File: src/hw/rtl/one_way_scan_request_queue_defines.svh
// Assertion macros used by the queue RTL.
`ifndef ONE_WAY_SCAN_REQUEST_QUEUE_DEFINES_SVH
`define ONE_WAY_SCAN_REQUEST_QUEUE_DEFINES_SVH

// Same-cycle implication, masked during reset.
`define OWSQ_ASSERT_SAME(label, clk, rst, cond, prop, msg) \
   label: assert property (@(posedge clk) disable iff (rst) (cond) |-> (prop)) \
      else $error(msg);

// Next-cycle implication, masked during reset.
`define OWSQ_ASSERT_NEXT(label, clk, rst, cond, prop, msg) \
   label: assert property (@(posedge clk) disable iff (rst) (cond) |=> (prop)) \
      else $error(msg);

`endif

File: src/hw/rtl/owsq_pkg.sv
package owsq_pkg;

   localparam logic MODE_INSERT = 1'b0;
   localparam logic MODE_REMOVE = 1'b1;

   localparam logic [1:0] STATUS_DONE  = 2'd0;
   localparam logic [1:0] STATUS_FULL  = 2'd1;
   localparam logic [1:0] STATUS_EMPTY = 2'd2;

   typedef struct packed {
      logic [15:0] cyl;
      logic [31:0] blk;
      logic [7:0]  tag;
   } entry_type;

   // per-cell load select for the current cycle
   typedef struct packed {
      logic load;        // take the new request
      logic from_left;   // take the entry of the slot below (insert shift)
      logic from_right;  // take the entry of the slot above (pop shift)
   } cell_ctrl_type;

endpackage

File: src/hw/rtl/owsq_cell.sv
module owsq_cell import owsq_pkg::*; (
   input  logic          clock,
   input  cell_ctrl_type ctrl,
   input  entry_type     new_entry,
   input  entry_type     left_entry,
   input  entry_type     right_entry,
   input  logic [15:0]   head_cyl,
   input  logic          new_below_head,
   output entry_type     entry,
   output logic          stop
);

   entry_type entry_ff;
   logic      new_first;
   logic      second_run;

   always_ff @(posedge clock) begin
      if (ctrl.load) begin
         entry_ff <= new_entry;
      end else if (ctrl.from_left) begin
         entry_ff <= left_entry;
      end else if (ctrl.from_right) begin
         entry_ff <= right_entry;
      end
   end

   assign new_first = (new_entry.cyl < entry_ff.cyl) ||
                      ((new_entry.cyl == entry_ff.cyl) && (new_entry.blk < entry_ff.blk));

   // entries below the head cylinder form the second run
   assign second_run = entry_ff.cyl < head_cyl;

   // stop is monotone along the occupied slots: first set slot is the insert point
   assign stop  = new_below_head ? (new_first && second_run) : (new_first || second_run);
   assign entry = entry_ff;

endmodule

File: config.mk
export PLATFORM = sky130hd
export DESIGN_NAME = owsq_cell
export DESIGN_NICKNAME = d
export VERILOG_FILES = /design/src/hw/rtl/one_way_scan_request_queue_defines.svh /design/src/hw/rtl/owsq_pkg.sv /design/src/hw/rtl/owsq_cell.sv
export SDC_FILE = /design/constraint.sdc
export NUM_CORES = 1
export LEC_CHECK = 0
export ABC_AREA = 1
export BUFFER_PORTS_ARGS = -buffer_cell sky130_fd_sc_hd__buf_4
export CAP_MARGIN = 20
export CORE_ASPECT_RATIO = 2
export CORE_MARGIN = 1.5
export CORE_UTILIZATION = 30
export DETAILED_ROUTE_END_ITERATION = 6
export GPL_TIMING_DRIVEN = 1
export PLACE_DENSITY_LB_ADDON = 0.25
export SLEW_MARGIN = 10
export SYNTH_ARGS = -nofsm -noshare
export SYNTH_HDL_FRONTEND = slang
export SYNTH_SLANG_ARGS = --single-unit
File: constraint.sdc
create_clock -name clock -period 7.1 [get_ports clock]
set_input_delay 0.71 -clock clock [delete_from_list [all_inputs] [get_ports clock]]
set_output_delay 0.71 -clock clock [all_outputs]
set_load 0.01 [all_outputs]
; Word level (Yosys, flattened, before mapping)
; Cells that the tools add are included.
[classes]
n_lt_le_gt_ge = 3
n_eq_ne = 1
n_mux = 4
n_reduce_logical = 5
[op_table]
columns = op, count
row1 = 56-bit 2-to-1 mux, 3
row2 = 16-bit less-than comparator, 2
row3 = 32-bit less-than comparator, 1
row4 = 16-bit equality test, 1
row5 = 3-bit nonzero test, 1
row6 = 1-bit logical AND, 2
row7 = 1-bit logical OR, 2
row8 = 1-bit 2-to-1 mux, 1
[totals]
reg_bits = 56
out_inout_bits = 57
word_cells = 16

; Longest topological paths before layout
; Gate-level depths: netlist (run 1).
[depth]
depth_word = 5
depth_mapped = 13
mapped_depth_nobuf = 13

; Worst setup path before layout (run 1)
; Ideal clock, no wire load.
[synth_path]
path_kind = input-to-reg
from = in ctrl[2] in the netlist's numbering
to = reg entry_ff, in the netlist entry[0] (enable)
setup_ps = 415
arrival_ps = 2322
setup_slack_ps = 4363
path_stages = 4
path_buffers = 2
path_cell_list = buf_2 clkinv_2 buf_2 nand2_1
[synth_between]
elab_chain_cells = 1
[synth_rtl]
columns = element, line_no
row1 = start: declaration, owsq_cell.sv:3  ; input cell_ctrl_type ctrl,
row2 = 3-bit nonzero test (no line), -
row3 = end signal: assignment, owsq_cell.sv:19  ; entry_ff <= new_entry;
row4 = end signal: assignment, owsq_cell.sv:21  ; entry_ff <= left_entry;
row5 = end signal: assignment, owsq_cell.sv:23  ; entry_ff <= right_entry;
row6 = end: declaration, owsq_cell.sv:13  ; entry_type entry_ff;
; Every way passes these cells.
; A chain may end at the register's enable or synchronous reset.

; Worst setup path in the final report (run 1)
[layout_path]
from = in ctrl[2] in the netlist's numbering
to = reg entry_ff, in the netlist entry[22] (enable)
; Same word-level chain as after synthesis.

==> results of run 1 <==
-- area by class of cell --
class / instances / area share (%)
inverters: 85 / 4.87
clock buffers: 5 / 1.90
multi-input cells: 411 / 35.4
clock inverters: 3 / 0.570
repair buffers: 246 / 28.1
flip-flops and latches: 56 / 25.6
well taps: 192 / 3.65
-- logic make-up after synthesis --
kind of cell / count (synthesis) / synth area share [%]
AOI/OAI and AO/OA: 156 / 18.0
adders and majority gates: 62 / 17.5
buffers and inverters: 109 / 9.80
DFF: 56 / 37.8
and+or+nand+nor: 193 / 16.9
-- layer usage --
layer	track usage (%)	up-vias	part of all wire, %
met3	3.21	30	5.5
met2	36.7	166	57
met1	18.2	2106	35
li1	-	2376	-
met4	6.92	0	3.3
met5	0	-	0
-- worst max path at each step --
stage / depth (start not counted) / slack, ps / start / end
finish: 4 / 3540 / ctrl[2] / entry[22]
global route: 4 / 3270 / ctrl[2] / entry[9]
CTS: 4 / 3470 / ctrl[2] / entry[13]
detailed placement: 4 / 3160 / ctrl[2] / entry[13]
global placement: 4 / 3210 / ctrl[2] / entry[11]
floorplan: 4 / 4360 / ctrl[2] / entry[0]
-- Yosys cell counts --
cell type	number	area [um^2]
nand2_2	1	6.26
nand3_1	6	30.0
inv_2	4	15.0
nor2_1	68	255
nor3_1	4	20.0
a21oi_2	2	17.5
o21ai_0	5	25.0
clkbuf_1	7	26.3
buf_2	14	70.1
o21ai_1	4	20.0
edfxtp_1	56	1680
buf_4	2	15.0
buf_1	1	3.75
nand2_1	109	409
nand4_1	4	25.0
inv_1	80	300
a21oi_1	141	706
a22oi_1	2	15.0
o21a_1	2	15.0
clkinv_2	1	5.00
ha_1	62	776
nor2_2	1	6.26
-- stage by stage --
stage | hold slack [ps] | setup slack [ps] | area, um^2 | power [mW]
global placement | 1040 | 3210 | 6420 | 0.811
CTS | 728 | 3470 | 6580 | 1.10
floorplan | 940 | 4360 | 4440 | 0.620
detailed placement | 1040 | 3160 | 6420 | 0.819
global route | 753 | 3270 | 6580 | 1.16
finish | 736 | 3540 | 6580 | 1.09
-- report_power, final --
part	total [mW]	leakage, nW	switching, mW	internal (mW)
logic	0.372	2.77	0.183	0.189
registers	0.432	0.575	0.0230	0.409
clock network	0.282	0.0789	0.118	0.165
total	1.09	3.42	0.323	0.763
==> flow_metrics.tcl, run 1 <==
set metrics [dict create \
    start_util_pct 30.8 \
    cp_num_buf_inv 3 \
    insertedDiodeCount 0 \
    grt_overflow 0 \
    end_kind "flip-flop" \
    via_count 4678 \
    rows 62 \
    hp-start "new_entry[2]" \
    wl_per_cell_um 14.7 \
    die_w_um 89.1 \
    grt_usage_pct 18.6 \
    clkSlewWorstSetupHoldPaths_ps 70 \
    hp-class "in -> reg" \
    totalWireLength_um 14700 \
    hold_buffers 0 \
    yosysWarnings 0 \
    slew_headroom_pct 31.0 \
    worstSetupStartpointType "input pin" \
    drv_slew 0 \
    synth-seq-area-share_pct 37.8 \
    ctsResizeCount 0 \
    cts_tree "yes" \
    worst_pin_slew_ps 1030 \
    powerDensity_nw_per_um2 165 \
    cts_buffer_depth 2 \
    outcome "finished clean" \
    yosys_register_bits 56 \
    finalHoldViolCount 0 \
    core_um2 14400 \
    syn_nets 827 \
    grt_pass1_wl_um 22000 \
    cts_max_level 2 \
    final_nets 1056 \
    grt_setup_unrepaired "no" \
    synthCells 576 \
    whs_endpoint "entry[2]" \
    finalWeightedCongestion 0.814 \
    post-route-period-util_pct 50.1 \
    final_antenna_net_count 0 \
    drc_errors 0 \
    power_leakage_nw 3.42 \
    period_needed_ps 3560 \
    die_h_um 175 \
    grt_max_degree 60 \
    cts_sinks 56 \
    vias_per_cell 4.69 \
    dr.pass1.iters 6 \
    path_cells "buf_4 > clkinv_2 > nand2_2 > buf_4" \
    fmax_ghz 0.281 \
    cts_setup_buffers 0 \
    critPathTopFamily "buffers and inverters" \
    multi_input_area_um2 2330 \
    largest_reg_flops 56 \
    syn_area_per_cell_um2 7.71 \
    clockRootBuffer "clkbuf_16" \
    critical_path_arrival_ps 3500 \
    syn-cell-area_um2 4440 \
    cp_max_fo 59 \
    critical_path_class "in -> reg" \
    finalSetupViolCount 0 \
    dp.cells 990 \
    ff_latch_area_um2 1680 \
    grt_pass1_vias 4657 \
    final_core_util_pct 45.6 \
    critPathSlowestCell "clkinv_2" \
    maxCapViolCount 0 \
    dieArea_um2 15600 \
    fillers 1583 \
    antenna_found_initial 0 \
    crit_path_max_incr_delay_ps 880 \
    ys_types 22 \
    dpl.hpwl_um 11400 \
    syn_to_final_growth_pct 48.1 \
    ioPinCount 246 \
    cts_buffers 5 \
    cp.required_ps 7040 \
    tns_ps 0 \
    layout_commonest_cell "buf_4" \
    ir_drop_uv 105 \
    hold_path_depth 3 \
    port_buffers 245 \
    stdcell_count 998 \
    layout_common_cells "buf_4 (246), a21oi_1 (141), nand2_1 (108)" \
    initialDrtViolationCount 124 \
    crit_top_cell "buf_4" \
    drive_gt1_share_pct 32.5 \
]
Note: power is estimated with default switching activity, not from simulation.
==> run 2: changes to the inputs <==
--- a/config.mk
+++ b/config.mk
@@ -5,7 +5,7 @@
 export SDC_FILE = /design/constraint.sdc
 export NUM_CORES = 1
 export LEC_CHECK = 0
-export ABC_AREA = 1
+export ABC_AREA = 0
 export BUFFER_PORTS_ARGS = -buffer_cell sky130_fd_sc_hd__buf_4
 export CAP_MARGIN = 20
 export CORE_ASPECT_RATIO = 2
==> constraint.sdc (replaced) <==
create_clock -name clock -period 3.7 [get_ports clock]
set_input_delay 0.37 -clock clock [delete_from_list [all_inputs] [get_ports clock]]
set_output_delay 0.37 -clock clock [all_outputs]
set_load 0.01 [all_outputs]
==> run 2 against run 1 <==
- utilization grew 0.13 points
- hold slack got worse by 370 ps
- global-route usage down 0.93 points
- combinational power grew 85%
- cell area decreased by 0.25%
- via count shrank 9.3%
- critical path depth up 5
- non-clock buffer count rose by 4
- clock power rose by 70%
- die area fell by 1.3%
- sequential share of layout area is 0.063 points higher
- total power rose by 84%
- critical path type is now reg -> out
- largest cell class unchanged
==> flow_metrics.tcl, run 2 <==
set metrics [dict create \
    synth_common_cells "nand2_1 (67), inv_1 (66), o21ai_0 (65)" \
    clkSlewWorstSetupHoldPaths_ps 80 \
    initialDrtViolationCount 93 \
    via_count 4245 \
    synthCells 465 \
    final_nets 954 \
    synth_top_area_share_pct 38.3 \
    hold_buffers 0 \
    start_util_pct 30.6 \
    hold_path_depth 3 \
    stdcell_count 896 \
    die_h_um 174 \
    dieArea_um2 15400 \
    drive_gt1_share_pct 36.6 \
    post-route-period-util_pct 80.7 \
    cts_buffer_depth 2 \
    yosys_register_bits 56 \
    yosysMostFrequentCell "nand2_1" \
    totalWireLength_um 13600 \
    critical_path_arrival_ps 2620 \
    drc_errors 0 \
    fillers 1443 \
    wl_per_cell_um 15.2 \
    power_leakage_nw 3.37 \
    cts_buffers 5 \
    syn_area_per_cell_um2 9.43 \
    synth_ff_type "edfxtp_1" \
    yosysWarnings 0 \
    synth-seq-area-share_pct 38.3 \
    place_area_um2 6430 \
    drv_slew 0 \
    period_needed_ps 2990 \
    critical_path_class "reg -> out" \
    cts_tree "yes" \
    critPathTopFamily "simple AND/OR/NAND/NOR gates" \
    ys_async_sr_fraction_pct 0 \
    grt_overflow 0 \
    layout_common_cells "buf_4 (250), nand2_1 (67), inv_1 (66)" \
    core_um2 14400 \
    cp.required_ps 3330 \
    clockRootBuffer "clkbuf_16" \
    final_antenna_net_count 0 \
    finalSetupViolCount 0 \
    critPathSlowestCell "or3_1" \
    postLayoutCellArea_um2 6560 \
    finalHoldViolCount 0 \
    final_core_util_pct 45.7 \
    vias_per_cell 4.74 \
    cp.depth 9 \
    syn-cell-area_um2 4390 \
    die_w_um 88.5 \
    dr.pass1.iters 4 \
    antenna_found_initial 0 \
    largest_reg_flops 56 \
    syn_nets 716 \
    cp_num_buf_inv 2 \
    layout_commonest_cell "buf_4" \
    synth_top_cell_by_area "edfxtp_1" \
    ys_types 32 \
    grt_setup_unrepaired "no" \
    port_buffers 245 \
    hp-class "in -> reg" \
    dpl.hpwl_um 11300 \
    synth_area_leaders "edfxtp_1 (38%), ha_1 (18%), mux2i_1 (13%)" \
    grt_max_degree 113 \
    path_cells "inv_1 > ha_1 > nand4_1 > or3_1 > nor3_1 > o21ai_0 > o41ai_2 > maj3_1 > buf_4" \
    insertedDiodeCount 0 \
    grt_usage_pct 17.7 \
    grt_pass1_vias 4517 \
    cts_max_level 2 \
    grt_pass1_wl_um 21000 \
    cts_sinks 56 \
    cts_setup_buffers 0 \
    fmax_ghz 0.335 \
    rows 62 \
    end_kind "output port" \
    powerDensity_nw_per_um2 304 \
    synth_edf_count 56 \
    tns_ps 0 \
    dp.cells 888 \
    slew_headroom_pct 33.7 \
    ir_drop_uv 160 \
    worst_pin_slew_ps 994 \
    ioPinCount 246 \
    syn_to_final_growth_pct 49.7 \
    cp_max_fo 3 \
    worstSetupStartpointType "flip-flop" \
    finalWeightedCongestion 0.771 \
    maxCapViolCount 0 \
    crit_path_max_incr_delay_ps 430 \
    outcome "finished clean" \
    ctsResizeCount 0 \
]
[run 2: routing by layer]
metal  part of all wire [%]  global-route usage, %  vias up
li1                       -                      -     2137
met1                     34                   16.9     1954
met2                     59                   36.2      140
met3                    4.8                   2.09       14
met4                    2.3                   5.92        0
met5                      0                      0        -
[run 2: final cells by class]
type / count / area (um^2) / area share, %
multi-input combinational: 324 / 2380 / 36.3
timing repair buffer: 250 / 1880 / 28.6
sequential: 56 / 1680 / 25.6
inverter: 66 / 248 / 3.77
tap: 192 / 240 / 3.66
clock buffer: 7 / 133 / 2.02
clock inverter: 1 / 3.75 / 0.0572
[run 2: logic make-up (layout without fill, tap and decap cells)]
group | after synthesis | in the layout | share of synthesized area [%]
adders and majority gates | 63 | 63 | 17.9
and+or+nand+nor | 101 | 101 | 10.2
muxes | 56 | 56 | 12.8
DFF | 56 | 56 | 38.3
AOI/OAI and AO/OA | 104 | 104 | 13.4
buffers and inverters | 85 | 324 | 7.39
[run 2: worst paths after layout]
kind | from | endpoint | slack, ps
worst max-delay path | entry[55] | stop | 710
worst min-delay path | new_entry[37] | entry[37] | 360
[run 2: metrics by stage]
stage | hold WS (ps) | setup WS [ps] | power [mW]
after floorplan | 557 | 1300 | 1.16
after global placement | 662 | 790 | 1.53
after detailed placement | 664 | 806 | 1.55
after CTS | 356 | 547 | 2.03
after global routing | 361 | 461 | 2.13
final | 363 | 714 | 2.00
[run 2: power breakdown]
part	leakage (nW)	internal [mW]	switching, mW
Clock	0.0655	0.251	0.228
Combinational	2.71	0.370	0.320
Sequential	0.592	0.785	0.0434
==> run 3: changes to the inputs <==
--- a/config.mk
+++ b/config.mk
@@ -5,7 +5,7 @@
 export SDC_FILE = /design/constraint.sdc
 export NUM_CORES = 1
 export LEC_CHECK = 0
-export ABC_AREA = 0
+export ABC_AREA = 1
 export BUFFER_PORTS_ARGS = -buffer_cell sky130_fd_sc_hd__buf_4
 export CAP_MARGIN = 20
 export CORE_ASPECT_RATIO = 2
==> constraint.sdc (replaced) <==
create_clock -name clock -period 2.9 [get_ports clock]
set_input_delay 0.29 -clock clock [delete_from_list [all_inputs] [get_ports clock]]
set_output_delay 0.29 -clock clock [all_outputs]
set_load 0.01 [all_outputs]
==> run 3 against run 2 <==
- worst setup slack worse by 190 ps
- combinational power rose by 33%
- sequential cell count unchanged
- wire length grew 11%
- cell count is 12% higher
- utilization up 0.066 points
- largest power group unchanged
- via count increased by 10%
- critical endpoint unchanged
- clock power is 28% higher
- die area is 1.3% higher
- global-route usage is 1.8 points higher
==> flow_metrics.tcl, run 3 (synthesized netlist as in run 1, its figures left out) <==
set metrics [dict create \
    outcome "finished clean" \
    multi_input_area_um2 2330 \
    insertedDiodeCount 0 \
    rows 62 \
    grt_overflow 0 \
    drive_gt1_share_pct 32.7 \
    cp_num_buf_inv 2 \
    cts_setup_buffers 0 \
    postLayoutCellArea_um2 6610 \
    ff_latch_area_um2 1680 \
    start_util_pct 30.8 \
    cts_buffers 5 \
    totalWireLength_um 15100 \
    ir_drop_uv 208 \
    hold_path_depth 3 \
    maxCapViolCount 0 \
    ioPinCount 246 \
    fmax_ghz 0.422 \
    dp.cells 994 \
    via_count 4684 \
    clkSlewWorstSetupHoldPaths_ps 70 \
    crit_path_max_incr_delay_ps 380 \
    drv_slew 0 \
    die_w_um 89.1 \
    critical_path_class "reg -> out" \
    critical_path_arrival_ps 2080 \
    grt_max_degree 59 \
    worst_pin_slew_ps 682 \
    wl_per_cell_um 15.1 \
    cp_max_fo 3 \
    route.met2.wl_um 8510 \
    post-route-period-util_pct 81.8 \
    largest_reg_flops 56 \
    dpl.hpwl_um 11900 \
    ctsResizeCount 0 \
    end_kind "output port" \
    pre_cts_slack_ps 794 \
    stdcell_count 1002 \
    hold_buffers 0 \
    finalHoldViolCount 0 \
    finalWeightedCongestion 0.827 \
    fin_ws_ps 529 \
    vias_per_cell 4.67 \
    critPathTopFamily "simple AND/OR/NAND/NOR gates" \
    layout_common_cells "buf_4 (248), a21oi_1 (141), nand2_1 (108)" \
    critPathSlowestCell "edfxtp_1" \
    worstSetupStartpointType "flip-flop" \
    cp.depth 11 \
    wl_met1_um 5270 \
    grt_pass1_wl_um 22900 \
    layout_commonest_cell "buf_4" \
    cts_sinks 56 \
    p_total_mw 2.59 \
    dieArea_um2 15600 \
    power_leakage_nw 3.44 \
    drc_errors 0 \
    port_buffers 245 \
    top_layer "met4" \
    initialDrtViolationCount 131 \
    fillers 1493 \
    wl_met3_um 847 \
    tns_ps 0 \
    antenna_found_initial 0 \
    final_antenna_net_count 0 \
    period_needed_ps 2370 \
    slew_headroom_pct 54.5 \
    grt_usage_pct 19.5 \
    cts_tree "yes" \
    cts_max_level 2 \
    grt_setup_unrepaired "no" \
    place_area_um2 6470 \
    cp.required_ps 2610 \
    core_um2 14400 \
    grt_pass1_vias 4847 \
    die_h_um 175 \
    syn_to_final_growth_pct 48.7 \
    hp-class "in -> reg" \
    powerDensity_nw_per_um2 392 \
    cts_buffer_depth 2 \
    finalSetupViolCount 0 \
    path_cells "inv_1 > ha_1 > nand2_1 > nor2_1 > nand4_1 > nor2_1 > nand3_1 > nor2_1 > nand2_1 > a21oi_2 > buf_4" \
    clockRootBuffer "clkbuf_16" \
    final_nets 1060 \
    dr.pass1.iters 4 \
    crit_top_cell "nor2_1" \
]
run 3: metal layers:
metal | up-vias | GRT usage [%]
met2 | 165 | 38.4
li1 | 2392 | -
met1 | 2098 | 19.2
met4 | 0 | 7.18
met5 | - | 0
met3 | 29 | 3.26
run 3: final timing paths:
kind / startpoint / to / slack, ps
hold / removal: new_entry[4] / entry[4] / 320
setup / recovery: entry[51] / stop / 530
run 3: report_power, final:
part	switching [mW]	leakage (nW)	total (mW)	internal [mW]
logic	0.451	2.80	0.919	0.468
registers	0.0542	0.575	1.06	1.00
clock network	0.295	0.0655	0.615	0.320
total	0.800	3.44	2.59	1.79
run 3: cell type report:
type,instances,share of cell area [%]
Multi-Input combinational cell,411,35.2
Timing Repair Buffer,250,28.8
Sequential cell,56,25.4
Inverter,85,4.85
Tap cell,192,3.63
Clock buffer,7,2.01
Clock inverter,1,0.0568
run 3: per-stage QoR:
stage	hold WS (ps)	util, %
after global routing	323	45.8
final	323	45.8
after global placement	618	44.9
after CTS	316	45.8
after detailed placement	628	44.9
after floorplan	520	-
